## config.mk

```make
export PLATFORM = sky130hd
export DESIGN_NAME = periodic_timer_table
export DESIGN_NICKNAME = d
export VERILOG_FILES = /design/src/rtl/ptt_pkg.sv /design/src/rtl/ptt_cell.sv /design/src/rtl/periodic_timer_table.sv
export SDC_FILE = /design/constraint.sdc
export NUM_CORES = 1
export LEC_CHECK = 0
export BUFFER_PORTS_ARGS = -buffer_cell sky130_fd_sc_hd__buf_4
export CORE_UTILIZATION = 43
export CTS_BUF_LIST = sky130_fd_sc_hd__clkbuf_4 sky130_fd_sc_hd__clkbuf_8
export CTS_CLUSTER_DIAMETER = 200
export DETAILED_ROUTE_END_ITERATION = 10
export GPL_ROUTABILITY_DRIVEN = 0
export HOLD_SLACK_MARGIN = 0.06
export SKIP_CTS_REPAIR_TIMING = 1
export SLEW_MARGIN = 30
export SYNTH_ARGS = -nofsm -noshare
export SYNTH_HDL_FRONTEND = slang
export SYNTH_SLANG_ARGS = --single-unit
```

## constraint.sdc

```tcl
create_clock -name i_clk -period 4.24 [get_ports i_clk]
set_input_delay 1.06 -clock i_clk [delete_from_list [all_inputs] [get_ports i_clk]]
set_output_delay 1.06 -clock i_clk [all_outputs]
set_load 0.005 [all_outputs]
```

## src/rtl/ptt_pkg.sv

```systemverilog
// Package for the periodic timer table: sizes, status codes and the
// command struct broadcast along the row of timer cells. No dependencies.
`default_nettype none

package ptt_pkg;

    // table geometry
    localparam int TIMER_SLOTS   = 10;
    localparam int PERIOD_BITS   = 16;
    localparam int INTERVAL_BITS = 16;
    localparam int MASK_BITS     = 10;
    localparam int INDEX_BITS    = 4;
    localparam int STATUS_BITS   = 2;

    // width used to compare an interval against the largest period
    localparam int CMP_BITS = (PERIOD_BITS > INTERVAL_BITS) ? PERIOD_BITS : INTERVAL_BITS;
    localparam logic [CMP_BITS-1:0] PERIOD_MAX = CMP_BITS'((64'd1 << PERIOD_BITS) - 64'd1);

    // result status codes
    typedef enum logic [STATUS_BITS-1:0] {
        ST_OK        = 2'd0,
        ST_ZERO_IVL  = 2'd1,
        ST_TABLE_FULL = 2'd2
    } t_status;

    // command seen by every cell in the row
    typedef struct packed {
        logic                   tick;
        logic                   claim_en;
        logic [PERIOD_BITS-1:0] period;
    } t_cell_cmd;

    // clamp a requested interval to the period width
    function automatic logic [PERIOD_BITS-1:0] sat_period(
        input logic [INTERVAL_BITS-1:0] ivl
    );
        logic [CMP_BITS-1:0] wide;
        wide = CMP_BITS'(ivl);
        if (wide > PERIOD_MAX) begin
            return PERIOD_MAX[PERIOD_BITS-1:0];
        end
        return wide[PERIOD_BITS-1:0];
    endfunction

endpackage

`default_nettype wire

```

## src/rtl/ptt_cell.sv

```systemverilog
// One timer slot: active flag, period and elapsed count.
// Passes the free-slot search token to its neighbor. Depends on ptt_pkg.
`default_nettype none

module ptt_cell (
    input  wire logic               i_clk,
    input  wire logic               i_rst_n,
    input  wire ptt_pkg::t_cell_cmd i_cmd,
    input  wire logic               i_search_in,
    output logic                    o_search_out,
    output logic                    o_claim,
    output logic                    o_fired
);

    logic                            r_active;
    logic [ptt_pkg::PERIOD_BITS-1:0] r_period;
    logic [ptt_pkg::PERIOD_BITS-1:0] r_elapsed;
    logic [ptt_pkg::PERIOD_BITS-1:0] n_elapsed;
    logic [ptt_pkg::PERIOD_BITS-1:0] elapsed_inc;

    // search token: reaches this cell only if every earlier slot is taken
    assign o_claim      = i_cmd.claim_en & i_search_in & ~r_active;
    assign o_search_out = i_search_in & r_active;

    // tick: count up, wrap to zero on reaching the period
    assign elapsed_inc = r_elapsed + ptt_pkg::PERIOD_BITS'(1);
    assign o_fired     = i_cmd.tick & r_active & (elapsed_inc == r_period);

    always_comb begin
        n_elapsed = r_elapsed;
        if (o_claim || o_fired) begin
            n_elapsed = '0;
        end else if (i_cmd.tick && r_active) begin
            n_elapsed = elapsed_inc;
        end
    end

    // active flag is control state
    always_ff @(posedge i_clk) begin
        if (!i_rst_n) begin
            r_active <= 1'b0;
        end else if (o_claim) begin
            r_active <= 1'b1;
        end
    end

    // slot payload
    always_ff @(posedge i_clk) begin
        r_elapsed <= n_elapsed;
        if (o_claim) begin
            r_period <= i_cmd.period;
        end
    end

endmodule

`default_nettype wire

```

## src/rtl/periodic_timer_table.sv

```systemverilog
// Top level of the periodic timer table: a row of ptt_cell slots plus
// the command decode and registered result. Depends on ptt_pkg, ptt_cell.
//
// Usage:
//   A transaction is accepted on a rising edge with start high and busy low.
//   i_mode = 0 is one tick: every active slot counts up, and slots whose
//   count reaches their period are reported in o_fired_mask.
//   i_mode = 1 registers a timer with period i_interval in the lowest free
//   slot; o_slot_index gives the slot, o_status reports ok, zero interval
//   or full table.
//   The result is registered and appears in the cycle after acceptance,
//   with o_done high for exactly one cycle.
//   Throughput: one transaction per cycle. All slots update in the same
//   cycle; the free-slot search ripples through the row of cells.
//   busy is always low; the receiver cannot stall and takes each result
//   in the cycle it is shown.
//   Reset (synchronous, active low) marks every slot free and clears o_done.
`default_nettype none

module periodic_timer_table (
    input  wire logic                               i_clk,
    input  wire logic                               i_rst_n,
    input  wire logic                               start,
    output logic                                    busy,
    input  wire logic                               i_mode,
    input  wire logic [ptt_pkg::INTERVAL_BITS-1:0]  i_interval,
    output logic                                    o_done,
    output logic [ptt_pkg::MASK_BITS-1:0]           o_fired_mask,
    output logic [ptt_pkg::INDEX_BITS-1:0]          o_slot_index,
    output logic [ptt_pkg::STATUS_BITS-1:0]         o_status
);

    ptt_pkg::t_cell_cmd                    cmd;
    logic                                  ivl_zero;
    logic [ptt_pkg::TIMER_SLOTS:0]         search;
    logic [ptt_pkg::TIMER_SLOTS-1:0]       claim;
    logic [ptt_pkg::TIMER_SLOTS-1:0]       fired;
    logic [ptt_pkg::INDEX_BITS-1:0]  slot_idx;
    ptt_pkg::t_status                status;

    logic                            r_done;
    logic [ptt_pkg::MASK_BITS-1:0]   r_fired_mask;
    logic [ptt_pkg::INDEX_BITS-1:0]  r_slot_index;
    ptt_pkg::t_status                r_status;
    logic [ptt_pkg::MASK_BITS-1:0]   n_fired_mask;
    logic [ptt_pkg::INDEX_BITS-1:0]  n_slot_index;
    ptt_pkg::t_status                n_status;

    assign busy = 1'b0;

    // command decode
    assign ivl_zero     = (i_interval == '0);
    assign cmd.tick     = start & ~i_mode;
    assign cmd.claim_en = start & i_mode & ~ivl_zero;
    assign cmd.period   = ptt_pkg::sat_period(i_interval);

    // row of timer cells, search token enters at slot 0
    assign search[0] = 1'b1;

    for (genvar g = 0; g < ptt_pkg::TIMER_SLOTS; g++) begin : g_cell
        ptt_cell u_cell (
            .i_clk        (i_clk),
            .i_rst_n      (i_rst_n),
            .i_cmd        (cmd),
            .i_search_in  (search[g]),
            .o_search_out (search[g+1]),
            .o_claim      (claim[g]),
            .o_fired      (fired[g])
        );
    end

    // encode the claimed slot (at most one claim is high)
    always_comb begin
        slot_idx = '0;
        for (int k = 0; k < ptt_pkg::TIMER_SLOTS; k++) begin
            if (claim[k]) begin
                slot_idx = slot_idx | ptt_pkg::INDEX_BITS'(k);
            end
        end
    end

    // status for a register transaction
    always_comb begin
        priority if (ivl_zero) begin
            status = ptt_pkg::ST_ZERO_IVL;
        end else if (search[ptt_pkg::TIMER_SLOTS]) begin
            status = ptt_pkg::ST_TABLE_FULL;
        end else begin
            status = ptt_pkg::ST_OK;
        end
    end

    // result fields
    always_comb begin
        n_fired_mask = '0;
        n_slot_index = '0;
        n_status     = ptt_pkg::ST_OK;
        if (i_mode) begin
            n_status     = status;
            n_slot_index = slot_idx;
        end else begin
            for (int k = 0; k < ptt_pkg::TIMER_SLOTS && k < ptt_pkg::MASK_BITS; k++) begin
                n_fired_mask[k] = fired[k];
            end
        end
    end

    // result strobe
    always_ff @(posedge i_clk) begin
        if (!i_rst_n) begin
            r_done <= 1'b0;
        end else begin
            r_done <= start;
        end
    end

    // result payload
    always_ff @(posedge i_clk) begin
        if (start) begin
            r_fired_mask <= n_fired_mask;
            r_slot_index <= n_slot_index;
            r_status     <= n_status;
        end
    end

    assign o_done       = r_done;
    assign o_fired_mask = r_fired_mask;
    assign o_slot_index = r_slot_index;
    assign o_status     = r_status;

endmodule

`default_nettype wire
```

==> impl_metrics.yaml, run 1 <==
run_status:
  run_status: "complete, no violations"
clock_tree:
  numCtsBuffers: 60
  clock_path_buffers: 3
  clk_pin_slew_ns: 0.06
  cts-root-buf: "clkbuf_8"
  htreeDepth: 2
  cts_tree: "built"
  clkSinkCount: 347
  clk_latency_ns: 0.64
die:
  core_area_um2: 40830
  fp.dieH_um: 205.3
  rows: 74
  fp.dieW_um: 205.3
  initial_core_util_pct: 43.53
  io_pins: 38
  die_area_um2: 42150
timing:
  finalHoldViolCount: 0
  fmax_ghz: 0.2870
  fin_skew_ns: 0.02956
  tns_ns: 0
  setup_viol: 0
  finalCriticalPeriod_ns: 3.485
  relSlewSlack_pct: 28.71
  layout_setup_ws_ns: 0.7552
  maxSlewViolCount: 0
  worst_slew_pin_slew_ns: 1.060
  rsz0062_at_grt: "false"
  min_period_over_period_pct: 82.19
  holdWs_ns: 0.5062
place:
  dp_hpwl_um: 28400
  dp_cells: 2262
  pre_cts_ws_ns: 0.2665
  port_buffers: 36
final_layout:
  areaGrowthSynthToFinish_pct: 11.76
  post_layout_nonfiller_instances: 2375
  multi_input_area_um2: 8522
  fillCellCount: 3689
  antenna_cells: 0
  nNetsFinal: 1824
  ff_latch_area_um2: 8708
  drive_gt1_share_pct: 12.05
power_and_ir_drop:
  pwr_density_cell_nw_per_um2: 357.7
  p_leak_nw: 6.742
  max-vdd-ir-drop_mv: 0.2555
worst_setup_path:
  worst_setup_path_start_kind: "input port"
  endpoint_kind: "flip-flop"
  crit_arrival_ns: 4.04
  worstPathRequired_ns: 4.79
  crit_type: "input port to flip-flop"
  cp_max_fo: 28
yosys:
  yosys-top-cells-area: "edfxtp_1 30%, dfxtp_1 19%, xnor2_1 11%, xor2_1 6.9%, nor3_1 4.6%"
  syn_area_per_cell_um2: 10.16
  yosysWarnings: 0
  synth_area_um2: 17770
  synth_nets: 1782
  synth_edf_count: 176
  postSynthCellCount: 1750
  yosys-top-cells-count: "217 x xnor2_1, 176 x edfxtp_1, 171 x dfxtp_1"
  netlist.area_leader.share_pct: 29.74
  synth_flop_cell: "edfxtp_1"
  ys_seq_elements: 347
  yosysUniqueCellTypes: 82
  yosysMostFrequentCell: "xnor2_1"
  yosys.area.top_type: "edfxtp_1"
  synth_seq_area_share_pct: 49.00
  async_reset_ff_share_pct: 0
detailed_routing:
  first_iter_violations: 815
  ant_nets: 0
  drc: 0
  drt_pass1_iterations: 5
  num_vias: 13010
  wl_per_cell_um: 18.10
  via_per_inst: 5.477
  drt_wl_total_um: 42990
global_routing:
  antenna_found_initial: 2
  grt_use_total_pct: 20.95
  overflow: 0
  grt_pass1_vias: 12690
  grt_max_degree: 33
  grt_pass1_wl_um: 68890
run:
  maxCapViolations: 0
hold_path:
  hp-class: "flip-flop to flip-flop"
[worst paths after layout]
kind                            startpoint                        endpoint  slack [ns]  cells past startpoint
max                          i_interval[8]  g_cell[8].u_cell.r_elapsed[10]        0.76                      9
min          g_cell[6].u_cell.r_elapsed[1]   g_cell[6].u_cell.r_elapsed[1]        0.51                      2
max reg2reg  g_cell[2].u_cell.r_elapsed[0]  g_cell[2].u_cell.r_elapsed[11]        0.96                      9
min reg2reg  g_cell[6].u_cell.r_elapsed[1]   g_cell[6].u_cell.r_elapsed[1]        0.51                      2
[logic make-up (layout without fill, tap and decap cells)]
family / after synthesis / in the layout / synth area share [%]
buffers and inverters: 119 / 212 / 3.161
and+or+nand+nor: 732 / 732 / 21.65
DFF: 347 / 347 / 49.00
adders and majority gates: 12 / 12 / 0.8448
muxes: 17 / 17 / 0.9786
other: 1 / 1 / 0.02110
xor gates and xnor gates: 356 / 356 / 17.54
AOI/OAI and AO/OA: 166 / 166 / 6.801
[critical path, stage by stage]
cell	delay [ns]
buf_4	0.11
nor4_1	0.89
nand4_1	0.41
and3_1	0.41
nand2_1	0.19
or3_1	0.29
inv_1	0.16
buf_4	0.27
nor3_1	0.21
[per-layer routing]
layer / vias up / share of wire (%) / global-route usage, %
met5: - / 0 / 0
met4: 0 / 3.2 / 8.492
met3: 95 / 4.6 / 3.104
met2: 297 / 46 / 33.80
met1: 6267 / 46 / 28.16
li1: 6349 / - / -
[metrics by stage]
stage / power, mW / area [µm²] / utilization (%)
floorplan: 3.727 / 17770 / -
global placement: 3.846 / 18540 / 45.40
detailed placement: 3.850 / 18540 / 45.40
CTS: 7.203 / 19860 / 48.65
global route: 7.349 / 19860 / 48.65
finish: 7.105 / 19860 / 48.65
[final cells by class]
cell class,instances,area share [%]
clock inverters,26,1.272
flip-flops and latches,347,43.84
repair buffers,72,2.721
well taps,532,3.351
clock buffers,87,5.398
multi-input cells,1284,42.90
inverters,27,0.5102
[report_power, final]
part	internal [mW]	switching, mW
Sequential	3.55	0.0315
Combinational	0.0686	0.124
Clock	1.93	1.40
Total	5.55	1.55
[cell usage in the layout, fill, tap and decap left out, types with 5 or more instances in the layout]
master / n
a211oi_1: 12
nand3b_1: 7
mux2i_1: 14
inv_1: 26
o311ai_0: 5
nand2b_1: 11
clkinv_1: 10
clkbuf_8: 67
o21ai_0: 42
xor2_1: 139
nor4_4: 5
a31oi_1: 9
nor2b_1: 15
a311oi_1: 5
a21oi_1: 22
buf_4: 72
nor3b_1: 14
nand3_1: 97
o21a_1: 9
and2_1: 11
nand4_1: 46
ha_1: 12
o31ai_1: 6
or3_1: 12
or2_2: 14
dfxtp_1: 171
nor2_1: 158
nor3_1: 162
edfxtp_1: 176
and3_1: 15
nand2_1: 93
clkbuf_4: 20
o211ai_1: 6
nor4_1: 23
clkinv_2: 9
bufinv_16: 5
and4_1: 12
xnor2_1: 217
a2111oi_0: 6
[registers in the layout (all words and copies together), names as in the netlist]
name,flops
g_cell.u_cell.r_active,10
o_fired_mask,10
g_cell.u_cell.r_period,160
g_cell.u_cell.r_elapsed,160
o_done,1
o_slot_index,4
o_status,2
No activity file was read; power rests on OpenSTA's default activity.
==> inputs of run 2 (changes only) <==
==> constraint.sdc (replaced) <==
create_clock -name i_clk -period 3.62 [get_ports i_clk]
set_input_delay 0.905 -clock i_clk [delete_from_list [all_inputs] [get_ports i_clk]]
set_output_delay 0.905 -clock i_clk [all_outputs]
set_load 0.005 [all_outputs]
==> run 2 against run 1 <==
Net effect:
- flip-flop and latch count did not move
- die area did not move
- total power rose by 15%
- sequential share of layout area fell by 0.17 points
- worst hold slack got worse by 0.013 ns
- clock-buffer cell count fell by 6
- critical endpoint is now g_cell[2].u_cell.r_elapsed[6]
- critical path type is now flip-flop to flip-flop
- clock skew fell by 0.013 ns
- combinational power rose by 16%
==> impl_metrics.yaml, run 2 (synthesized netlist as in run 1, its figures left out) <==
detailed_routing:
  wl_per_cell_um: 18.24
  ant_nets: 0
  num_vias: 13190
  drt_wl_total_um: 43540
  via_per_inst: 5.527
  first_iter_violations: 762
  drt_pass1_iterations: 5
  drc: 0
place:
  port_buffers: 36
  dp_hpwl_um: 29430
  dp_cells: 2279
final_layout:
  final_cell_mix: "217 x xnor2_1, 176 x edfxtp_1, 171 x dfxtp_1"
  layout_commonest_cell: "xnor2_1"
  post_layout_nonfiller_instances: 2387
  multi_input_area_um2: 8528
  antenna_cells: 0
  areaGrowthSynthToFinish_pct: 12.19
  fillCellCount: 3765
  drive_gt1_share_pct: 12.56
  ff_latch_area_um2: 8708
  largestRegisters: "g_cell.u_cell.r_elapsed (160), g_cell.u_cell.r_period (160)"
  nNetsFinal: 1839
die:
  fp.dieW_um: 205.3
  die_area_um2: 42150
  core_area_um2: 40830
  io_pins: 38
  rows: 74
  initial_core_util_pct: 43.53
  fp.dieH_um: 205.3
global_routing:
  overflow: 0
  grt_pass1_vias: 12850
  grt_use_total_pct: 21.26
  grt_max_degree: 33
  grt_pass1_wl_um: 69950
  antenna_found_initial: 0
timing:
  setup_viol: 0
  fmax_ghz: 0.3081
  min_period_over_period_pct: 89.65
  relSlewSlack_pct: 51.09
  finalCriticalPeriod_ns: 3.245
  finalHoldViolCount: 0
  rsz0062_at_grt: "false"
  maxSlewViolCount: 0
  worst_slew_pin_slew_ns: 0.7328
  fin_skew_ns: 0.01694
power_and_ir_drop:
  max-vdd-ir-drop_mv: 0.3712
  finalPower_mw: 8.186
  pwr_density_cell_nw_per_um2: 410.6
  p_leak_nw: 6.809
hold_path:
  hp-class: "flip-flop to flip-flop"
  holdPathStages: 2
worst_setup_path:
  cp_max_fo: 7
  reg2regPathDepth: 9
  critPathCapture: "g_cell[2].u_cell.r_elapsed[6]"
  r2r-end: "g_cell[2].u_cell.r_elapsed[6]"
  worst_setup_path_start_kind: "flip-flop"
  r2r-start: "g_cell[2].u_cell.r_elapsed[0]"
  crit_type: "flip-flop to flip-flop"
  r2r_setup_slack_ns: 0.37
  startpoint: "g_cell[2].u_cell.r_elapsed[0]"
  worstPathRequired_ns: 4.15
  crit_arrival_ns: 3.77
  endpoint_kind: "flip-flop"
clock_tree:
  cts_tree: "built"
  clk_pin_slew_ns: 0.06
  numCtsBuffers: 58
  htreeDepth: 2
  cts-root-buf: "clkbuf_8"
  clk_latency_ns: 0.65
  clock_path_buffers: 3
  clkSinkCount: 347
run_status:
  run_status: "complete, no violations"
run:
  maxCapViolations: 0
==> run 2: changes by cell type in the layout (fill, tap and decap cells not counted), sizes merged <==
cell | before | now
buf | 72 | 89
clkbuf | 87 | 81
clkinv | 19 | 24
clkinvlp | 2 | 0
bufinv | 5 | 4
inv | 27 | 26
==> run 2: per-layer routing <==
layer	share of wire (%)	track usage, %	up-vias
met5	0	0	-
met3	4.9	3.532	86
li1	-	-	6402
met4	2.8	8.439	0
met2	45	33.51	307
met1	47	29.02	6397
==> run 2: cell type report <==
| class | count | share of cell area [%] |
|---|---|---|
| repair buffers | 89 | 3.351 |
| well taps | 532 | 3.338 |
| clock inverters | 27 | 1.111 |
| multi-input cells | 1284 | 42.77 |
| flip-flops and latches | 347 | 43.67 |
| inverters | 27 | 0.5083 |
| clock buffers | 81 | 5.246 |
==> run 2: power by group <==
part	total [mW]	switching, mW	internal, mW
registers	4.20	0.0371	4.16
clock network	3.76	1.62	2.15
logic	0.223	0.144	0.0796
==> run 2: stage by stage <==
step / setup WS, ns / TNS [ns] / instance area [µm²] / hold WS, ns / utilization, %
2_1_floorplan: 0.2327 / 0 / 17770 / 0.4643 / -
3_3_place_gp: -0.04278 / -0.4182 / 18670 / 0.4792 / 45.71
3_5_place_dp: 0.2892 / 0 / 18670 / 0.4842 / 45.73
4_1_cts: 0.3895 / 0 / 19940 / 0.4925 / 48.83
5_1_grt: 0.2042 / 0 / 19940 / 0.5293 / 48.83
6_report: 0.3746 / 0 / 19940 / 0.4934 / 48.83
==> run 2: worst min-delay path by stage <==
stage	to	slack [ns]	from
2_1_floorplan	g_cell[6].u_cell.r_elapsed[1]	0.46	g_cell[6].u_cell.r_elapsed[1]
3_5_place_dp	g_cell[6].u_cell.r_elapsed[1]	0.48	g_cell[6].u_cell.r_elapsed[1]
4_1_cts	g_cell[6].u_cell.r_elapsed[1]	0.49	g_cell[6].u_cell.r_elapsed[1]
6_report	g_cell[6].u_cell.r_elapsed[1]	0.49	g_cell[6].u_cell.r_elapsed[1]
5_1_grt	g_cell[6].u_cell.r_elapsed[1]	0.53	g_cell[6].u_cell.r_elapsed[1]
3_3_place_gp	g_cell[6].u_cell.r_elapsed[1]	0.48	g_cell[6].u_cell.r_elapsed[1]
==> run 2: worst max-delay path, cell delays in order (launching register included) <==
cell	delay, ns
dfxtp_1	0.40
ha_1	0.27
nand3_1	0.12
or4_1	0.59
mux2_2	0.27
mux2i_1	0.07
or4_4	0.57
o41ai_4	0.54
buf_4	0.24
nor2_1	0.06
==> inputs of run 3 (changes only) <==
--- a/config.mk
+++ b/config.mk
@@ -5,11 +5,11 @@
 export SDC_FILE = /design/constraint.sdc
 export NUM_CORES = 1
 export LEC_CHECK = 0
-export BUFFER_PORTS_ARGS = -buffer_cell sky130_fd_sc_hd__buf_4
 export CORE_UTILIZATION = 43
 export CTS_BUF_LIST = sky130_fd_sc_hd__clkbuf_4 sky130_fd_sc_hd__clkbuf_8
 export CTS_CLUSTER_DIAMETER = 200
 export DETAILED_ROUTE_END_ITERATION = 10
+export DONT_BUFFER_PORTS = 1
 export GPL_ROUTABILITY_DRIVEN = 0
 export HOLD_SLACK_MARGIN = 0.06
 export SKIP_CTS_REPAIR_TIMING = 1
==> run 3 against run 2 <==
Net effect:
- worst hold slack worse by 0.13 ns
- clock power hardly changed
- sequential power hardly changed
- total power is 1.0% lower
- flip-flop and latch count stayed put
- core utilization is 0.97 points lower
- clock skew is 0.016 ns higher
- cell count is 2.1% lower
- die area stayed put
- global-route usage is 0.98 points lower
- combinational power is 50% lower
- critical path depth stayed put
- critical path type unchanged
- largest cell class unchanged
- largest power group unchanged
==> impl_metrics.yaml, run 3 (synthesized netlist as in run 1, its figures left out) <==
clock_tree:
  htreeDepth: 2
  cts_tree: "built"
  numCtsBuffers: 58
  clock_path_buffers: 3
  cts-root-buf: "clkbuf_8"
  clkSinkCount: 347
  clk_latency_ns: 0.64
  clk_pin_slew_ns: 0.07
power_and_ir_drop:
  p_leak_nw: 6.549
  max-vdd-ir-drop_mv: 0.3455
  pwr_density_cell_nw_per_um2: 414.6
worst_setup_path:
  r2r-end: "g_cell[2].u_cell.r_elapsed[0]"
  reg2regPathDepth: 9
  crit_arrival_ns: 3.68
  worst_setup_path_start_kind: "flip-flop"
  endpoint_kind: "flip-flop"
  r2r-start: "g_cell[2].u_cell.r_elapsed[0]"
  r2r_setup_slack_ns: 0.46
  crit_type: "flip-flop to flip-flop"
  cp_max_fo: 10
  worstPathRequired_ns: 4.14
global_routing:
  antenna_found_initial: 2
  grt_use_total_pct: 20.28
  grt_max_degree: 33
  grt_pass1_wl_um: 66750
  overflow: 0
  top_usage_layer: "met2"
  grtUsageMet1_pct: 26.61
  grt_pass1_vias: 12350
  use_met3_pct: 3.880
  met2_usage_pct: 32.58
timing:
  fin_skew_ns: 0.03260
  relSlewSlack_pct: 50.84
  rsz0062_at_grt: "false"
  min_period_over_period_pct: 87.17
  worst_slew_pin_slew_ns: 0.7318
  setup_viol: 0
  tns_ns: 0
  finalCriticalPeriod_ns: 3.155
  finalHoldViolCount: 0
  maxSlewViolCount: 0
  fmax_ghz: 0.3169
die:
  core_area_um2: 40830
  fp.dieH_um: 205.3
  initial_core_util_pct: 43.53
  io_pins: 38
  rows: 74
  fp.dieW_um: 205.3
  die_area_um2: 42150
hold_path:
  holdCritStartpoint: "i_interval[2]"
  holdPathStages: 0
  hp-class: "input port to flip-flop"
  whs_endpoint: "g_cell[5].u_cell.r_period[2]"
final_layout:
  final_cell_mix: "217 x xnor2_1, 176 x edfxtp_1, 171 x dfxtp_1"
  post-route-util_pct: 47.86
  largestRegisters: "g_cell.u_cell.r_elapsed (160), g_cell.u_cell.r_period (160)"
  drive_gt1_share_pct: 10.04
  areaGrowthSynthToFinish_pct: 9.955
  fillCellCount: 3765
  nNetsFinal: 1785
  layout_commonest_cell: "xnor2_1"
detailed_routing:
  ant_nets: 0
  num_vias: 12750
  wl_per_cell_um: 17.94
  drt_pass1_iterations: 5
  drc: 0
  drt_wl_total_um: 41910
  first_iter_violations: 689
  via_per_inst: 5.459
run_status:
  run_status: "complete, no violations"
place:
  dp_hpwl_um: 27430
  port_buffers: 0
run:
  maxCapViolations: 0
## run 3: worst max path at each step
stage	from	to	slack, ns	cells after the start
2_1_floorplan	i_interval[1]	g_cell[6].u_cell.r_elapsed[7]	0.23	10
3_3_place_gp	i_mode	g_cell[7].u_cell.r_elapsed[9]	0.52	8
3_5_place_dp	g_cell[2].u_cell.r_elapsed[0]	g_cell[2].u_cell.r_elapsed[7]	0.48	9
4_1_cts	g_cell[2].u_cell.r_elapsed[0]	g_cell[2].u_cell.r_elapsed[0]	0.47	9
5_1_grt	g_cell[7].u_cell.r_elapsed[0]	g_cell[7].u_cell.r_elapsed[11]	0.20	9
6_report	g_cell[2].u_cell.r_elapsed[0]	g_cell[2].u_cell.r_elapsed[0]	0.46	9
## run 3: cell type report
| type | count | area (µm²) | share of cell area [%] |
|---|---|---|---|
| clock buffers | 81 | 1021 | 5.225 |
| well taps | 532 | 665.6 | 3.406 |
| clock inverters | 29 | 257.7 | 1.319 |
| flip-flops and latches | 347 | 8708 | 44.56 |
| inverters | 27 | 101.3 | 0.5186 |
| multi-input cells | 1284 | 8522 | 43.61 |
| repair buffers | 35 | 262.8 | 1.345 |
| diodes | 1 | 2.502 | 0.01281 |
## run 3: metrics by stage
step                setup WS (ns)  power (mW)  hold slack (ns)  instance area, µm²  cells
floorplan                  0.2327       4.365           0.4643               17770   1750
global placement           0.5222       4.390           0.4767               18260   2225
detailed placement         0.4775       4.393           0.4949               18260   2225
CTS                        0.4749       8.213           0.3091               19540   2335
global route               0.1954       8.390           0.3200               19540   2335
finish                     0.4646       8.101           0.3618               19540   2336
## run 3: critical path, cell delays in order, from the launching register on
cell	delay, ns
dfxtp_1	0.41
ha_1	0.24
nand3_1	0.20
or4_1	0.63
mux2_2	0.27
mux2i_1	0.07
or4_4	0.57
o41ai_4	0.38
buf_4	0.23
nor2_1	0.06
## run 3: power breakdown
group / internal [mW] / switching, mW / total [mW]
Sequential: 4.16 / 0.0367 / 4.20
Clock: 2.18 / 1.61 / 3.79
Combinational: 0.0515 / 0.0591 / 0.111
Total: 6.39 / 1.71 / 8.10
## run 3: metal layers
metal | vias up | wire, µm
met4 | 0 | 1366
met1 | 6065 | 18880
met5 | - | 0
met3 | 94 | 2290
met2 | 319 | 19370
li1 | 6274 | -
